<file path="config.mk">
export PLATFORM = sky130hd
export DESIGN_NAME = pdf_front
export DESIGN_NICKNAME = d
export VERILOG_FILES = /design/src/pdf_pkg.sv /design/src/pdf_front.sv
export SDC_FILE = /design/constraint.sdc
export NUM_CORES = 1
export LEC_CHECK = 0
export CELL_PAD_IN_SITES_DETAIL_PLACEMENT = 2
export CELL_PAD_IN_SITES_GLOBAL_PLACEMENT = 2
export CORE_ASPECT_RATIO = 1.5
export CORE_MARGIN = 5
export CORE_UTILIZATION = 41
export CTS_CLUSTER_SIZE = 24
export DETAILED_ROUTE_END_ITERATION = 8
export DONT_BUFFER_PORTS = 1
export PLACE_DENSITY_LB_ADDON = 0.1
export SYNTH_ARGS = -nofsm -noshare
export SYNTH_HDL_FRONTEND = slang
export SYNTH_SLANG_ARGS = --single-unit
</file>
<file path="constraint.sdc">
create_clock -name clk -period 5.3 [get_ports clk]
set_input_delay 0.265 -clock clk [delete_from_list [all_inputs] [get_ports clk]]
set_output_delay 0.265 -clock clk [all_outputs]
set_load 0.02 [all_outputs]
</file>
<file path="src/pdf_pkg.sv">
// Shared types and constants for the Pareto dominance flagger.
package pdf_pkg;

    localparam int MaxParticles = 64;
    localparam int CostWidth    = 32;
    localparam int FieldWidth   = 32;
    localparam int IndexWidth   = 6;
    localparam int FifoDepth    = 2;

    typedef enum logic [1:0] {
        BK_LOAD,
        BK_REPORT
    } back_state_t;

endpackage

</file>
<file path="src/pdf_front.sv">
// Front end: accepts words, converts costs to ordered keys, queues them for the back end.
module pdf_front #(
    parameter int COST_WIDTH = pdf_pkg::CostWidth
) (
    input  logic                                clk,
    input  logic                                rst_n,
    input  logic                                in_valid,
    output logic                                in_ready,
    input  logic signed [pdf_pkg::FieldWidth-1:0] cost_first,
    input  logic signed [pdf_pkg::FieldWidth-1:0] cost_second,
    input  logic signed [pdf_pkg::FieldWidth-1:0] cost_third,
    input  logic                                batch_end,
    output logic                                q_valid,
    input  logic                                q_ready,
    output logic [3*COST_WIDTH-1:0]             q_keys,
    output logic                                q_end
);
    import pdf_pkg::*;

    localparam int PtrW = $clog2(FifoDepth);

    logic [3*COST_WIDTH-1:0] key_mem [FifoDepth];
    logic                    end_mem [FifoDepth];
    logic [PtrW-1:0]         wr_ptr_reg, wr_ptr_next;
    logic [PtrW-1:0]         rd_ptr_reg, rd_ptr_next;
    logic [PtrW:0]           fill_reg, fill_next;
    logic                    push, pop;
    logic [3*COST_WIDTH-1:0] in_keys;

    function automatic logic [COST_WIDTH-1:0] order_key(input logic [FieldWidth-1:0] raw);
        logic [COST_WIDTH-1:0] v;
        v = COST_WIDTH'(raw);
        v[COST_WIDTH-1] = ~v[COST_WIDTH-1];
        return v;
    endfunction

    assign in_keys = {order_key(cost_third), order_key(cost_second), order_key(cost_first)};
    assign in_ready = (fill_reg != (PtrW+1)'(FifoDepth));
    assign push = in_valid && in_ready;
    assign q_valid = (fill_reg != '0);
    assign pop = q_valid && q_ready;
    assign q_keys = key_mem[rd_ptr_reg];
    assign q_end = end_mem[rd_ptr_reg];

    always_comb
    begin
        wr_ptr_next = push ? wr_ptr_reg + 1'b1 : wr_ptr_reg;
        rd_ptr_next = pop ? rd_ptr_reg + 1'b1 : rd_ptr_reg;
        fill_next = fill_reg + (PtrW+1)'(push) - (PtrW+1)'(pop);
    end

    always_ff @(posedge clk or negedge rst_n)
    begin
        if (!rst_n)
        begin
            wr_ptr_reg <= '0;
            rd_ptr_reg <= '0;
            fill_reg <= '0;
        end
        else
        begin
            wr_ptr_reg <= wr_ptr_next;
            rd_ptr_reg <= rd_ptr_next;
            fill_reg <= fill_next;
        end
    end

    always_ff @(posedge clk)
    begin
        if (push)
        begin
            key_mem[wr_ptr_reg] <= in_keys;
            end_mem[wr_ptr_reg] <= batch_end;
        end
    end

endmodule

</file>
### Word-level counts from Yosys, hierarchy flattened

Memory sizes are Yosys's and may differ from the RTL's.
Index checks and enable logic that the tools add are counted.

| word-level totals | value |
|---|---|
| bits in registers | 4 |
| RAM bits | 194 |
| input port bits | 101 |
| output and inout bits | 99 |
| word-level logic and storage cells | 18 |
| memories | 2 |

| cells by class | value |
|---|---|
| $add $sub $neg | 4 |
| equal/unequal tests | 1 |
| mux-type cells | 2 |
| bitwise gates (word level) | 3 |
| reductions and logical operators | 3 |

Memories:

| name | depth | width | rd ports | clocked after memory_dff | wr ports | line | RTL |
|---|---|---|---|---|---|---|---|
| key_mem | 2 | 96 | 1 | 0 | 1 | pdf_front.sv:22 | `logic [3*COST_WIDTH-1:0] key_mem [FifoDepth];` |
| end_mem | 2 | 1 | 1 | 0 | 1 | pdf_front.sv:23 | `logic end_mem [FifoDepth];` |

Operator list:

| kind | count |
|---|---|
| $not A1 Y1 | 3 |
| $add A1 B1 Y1 const B | 2 |
| $add A2 B1 Y2 | 1 |
| $logic_and A1 B1 Y1 | 2 |
| $mux W1 | 2 |
| $ne A2 B2 Y1 const B | 1 |
| $reduce_bool A2 Y1 | 1 |
| $sub A2 B1 Y2 | 1 |

### Longest topological paths before layout

| logic depth | value |
|---|---|
| depth after elaboration | 4 |
| mapped depth | 5 |
| mapped depth without buffers | 5 |

### Worst setup path before layout

No wires, ideal clock.

| path | value |
|---|---|
| path type | flip-flop to flip-flop |
| start point | register fill_reg[0] |
| end point | memory end_mem[0] (enable) |
| library setup time | 0.553 ns |
| arrival time | 4.843 ns |
| required time | 4.747 ns |
| setup slack | -0.096 ns |
| stages on the path, launching flop included | 4 |
| buffers on the path | 0 |
| clock period less this slack | 5.396 ns |
| cells stage by stage | dfrtp_1 nand2b_1 nand2_1 nor2_1 |

| between the ends | value |
|---|---|
| word-level cells in the longest chain between the ends | 4 |

Ends and longest elaborated chain:

| element | line | RTL |
|---|---|---|
| from (decl) | pdf_front.sv:26 | `logic [PtrW:0] fill_reg, fill_next;` |
| from (signal assigned) | pdf_front.sv:64 | `fill_reg <= fill_next;` |
| $ne A2 B2 Y1 | pdf_front.sv:38 | `assign in_ready = (fill_reg != (PtrW+1)'(FifoDepth));` |
| named net in_ready | pdf_front.sv:8 | `output logic in_ready,` |
| $logic_and A1 B1 Y1 | pdf_front.sv:39 | `assign push = in_valid && in_ready;` |
| $mux W1 | pdf_front.sv:70 | `if (push)` |
| $mux W1 (implied by the code) | pdf_front.sv:73 | `end_mem[wr_ptr_reg] <= batch_end;` |
| to (decl) | pdf_front.sv:23 |  |

The timed path passes the listed nets, and every way through them passes these cells.

### Worst setup path in the final report

| path | value |
|---|---|
| start point | register rd_ptr_reg |
| end point | output q_keys[16] |

| between the ends | value |
|---|---|
| word-level cells in the longest chain between the ends | 1 |

Ends and longest elaborated chain:

| element | line | RTL |
|---|---|---|
| from (decl) | pdf_front.sv:25 | `logic [PtrW-1:0] rd_ptr_reg, rd_ptr_next;` |
| from (signal assigned) | pdf_front.sv:63 | `rd_ptr_reg <= rd_ptr_next;` |
| $mem_v2 Z2 W96 | n/a |  |
| to (decl) | pdf_front.sv:15 | `output logic [3*COST_WIDTH-1:0] q_keys,` |

Every way passes these cells.

==> metrics.txt <==
outcome=finished, final reports clean; Initial Utilization=a little over two fifths; # resized after CTS=0; nets@finish=537; Vias=3,348; CP top delay family=flip-flops; clk root buf=clkbuf_16; cell row count=59; Setup Viol. Count Final=0; Die Y=173 µm; PD cells=554 nW/µm²; worst slew pin tran=0.991 ns; pin count of the biggest net entering global routing=69; Req. time, crit path=5.04 ns; Largest register FFs=roughly 190; gr usage total=15.7%; Placed Area=7540 µm²; critical path buffer and inverter count=1; slowest cell on the critical path=dfrtp_4; number of max-cap violations=0; RSZ-0062 raised after global routing=false; Final HPWL DP=around 11 mm; TritonCTS clock tree=built; DRT iter0 DRCs=153; Final Skew=approximately 0.005 ns; Synth top area share=approximately four fifths; Syn Std Cell Area=between 7000 and 8000 µm²; first-pass GRT wire length=24.0 mm; clock buffer depth=2; Hold WS=0.0229 ns; Crit path largest cell delay=1.07 ns; Max Fclk=0.355 GHz; post-synthesis net count=429; syn_area_per_cell=~22 µm²; library cells used by synthesis=20; post-layout min period=between 2 and 3 ns; H-tree depth=4; number of fill cells=1,501; Slew HR=33.9%; placed cell count=533; YS warnings=0; Worst Setup Start Kind=flop; ys flop type=edfxtp_1; clk_lat worst skew=0.41 ns; die width=119 µm; CP Class=flop to primary output; clk sinks=198; layout overhead on the synthesized area=24.3%; first drt pass iteration count=4; cell count after synthesis=327; Yosys top cell by area=edfxtp_1; VDD IR-drop max=0.344 mV; most frequent cell after synthesis=edfxtp_1; WL/cell=24.4 µm; layout cells sized above 1=30.6%; vias in the first global route=around 3,900; Crit Path Max Fanout=68; FF+latch count, synth=198; initial antenna violation count=1; Critical Path End Type=primary output; Vias/cell=~5.1; Final period util=53.1%; worst hold path class=input pin to flop; number of CTS-inserted buffers=17; GPL Wtd Cong=0.717; LEAKAGE=around 0.0031 µW; number of synthesized flops with an enable pin=194; io pins=200; asr flop ratio synth=2.02%; buffers added on ports=0; non-filler cells, final=662; Synth area leaders=edfxtp_1 (80%), mux2_2 (12%), mux2_4 (4.1%), dfrtp_1 (1.4%), buf_6 (0.62%); Reg clk slew, reported paths=around 0.070 ns; GRT overflow=0; fin area=approximately 9100 µm²; antenna-violating nets left=0; Final TNS setup=0 ns; final hold viol count=0; final wirelength=16.1 mm; crit-path cells=buf_4, mux2_2; CP arrival=approximately 2.6 ns; die area=20,600 µm²; fin. max-slew vios=0; Core ar.=between 15,000 and 20,000 µm²; DRC Markers=0; sequential fraction of the synthesis area=81.1%; synth cell count leaders=edfxtp_1 (194), mux2_2 (77), mux2_4 (20), buf_2 (7)
logic make-up (layout without fill, tap and decap cells):
kind of cell / Yosys count / count (layout) / synth area share, %
multiplexers: 97 / 97 / 16.0
XOR/XNOR: 3 / 3 / 0.360
adder cells (fa/ha/maj): 1 / 1 / 0.171
flip-flops: 198 / 198 / 81.1
AND/OR/NAND/NOR: 10 / 10 / 0.668
buffers and inverters: 14 / 135 / 1.25
other: 0 / 1 / 0
AO/OA/AOI/OAI: 4 / 4 / 0.428
cells in the final DEF (no fill, tap or decap), types with 2 or more instances in the layout:
cell type      count
buf_4              4
bufinv_16          2
clkbuf_16         17
clkinvlp_4         8
dfrtp_1            3
dlygate4sd3_1     96
edfxtp_1         194
inv_1              3
inv_6              3
mux2_2            77
mux2_4            20
nand2_1            2
nor2_1             2
xnor2_1            3
path summary, 6_finish.rpt:
kind / depth (start not counted) / start / slack [ns] / end
min in group asynchronous: 1 / rst_n / 0.13 / fill_reg[1]$_DFF_PN0_
hold / removal: 2 / q_ready / 0.02 / rd_ptr_reg$_DFFE_PN0P_
setup / recovery: 2 / rd_ptr_reg$_DFFE_PN0P_ / 2.48 / q_keys[16]
max in group asynchronous: 1 / rst_n / 4.96 / rd_ptr_reg$_DFFE_PN0P_
setup reg to reg: 5 / fill_reg[0]$_DFF_PN0_ / 2.58 / key_mem[0][75]$_DFFE_PP_
hold reg to reg: 1 / wr_ptr_reg$_DFFE_PN0P_ / 0.62 / wr_ptr_reg$_DFFE_PN0P_
stage by stage:
| stage | power, µW | util [%] | setup WS, ns |
|---|---|---|---|
| after global placement | 3730 | 43.3 | 2.65 |
| final | 5030 | 52.1 | 2.48 |
| after CTS | 5120 | 52.1 | 2.39 |
| after global routing | 5270 | 52.1 | 2.33 |
| after floorplan | 3530 | - | 1.53 |
| after detailed placement | 3790 | 43.3 | 2.60 |
power by group:
part | switching [µW] | internal [µW]
combinational | 915 | 511
clock | 554 | 697
sequential | 212 | 2140
total | 1680 | 3350
layer usage:
layer	track usage, %	vias up	routed length (µm)
li1	-	1510	-
met1	16.6	1700	5830
met2	29.1	125	9020
met3	5.42	13	1050
met4	5.07	0	242
met5	0	-	0
cell type report:
type / count / area, µm² / area share [%]
Antenna cell: 1 / 2.50 / 0.0276
Clock buffer: 17 / 425 / 4.69
Clock inverter: 15 / 155 / 1.71
Inverter: 3 / 11.3 / 0.124
Multi-Input combinational cell: 115 / 1300 / 14.3
Sequential cell: 198 / 5930 / 65.3
Tap cell: 213 / 267 / 2.94
Timing Repair Buffer: 100 / 991 / 10.9
timing repair:
| action | 4_1_cts | 5_1_grt |
|---|---|---|
| buffers inserted | 0 | 0 |
| hold buffers | 96 | 0 |
| hold endpoints to repair | 194 | 0 |
Note: power is estimated with default switching activity, not from simulation.
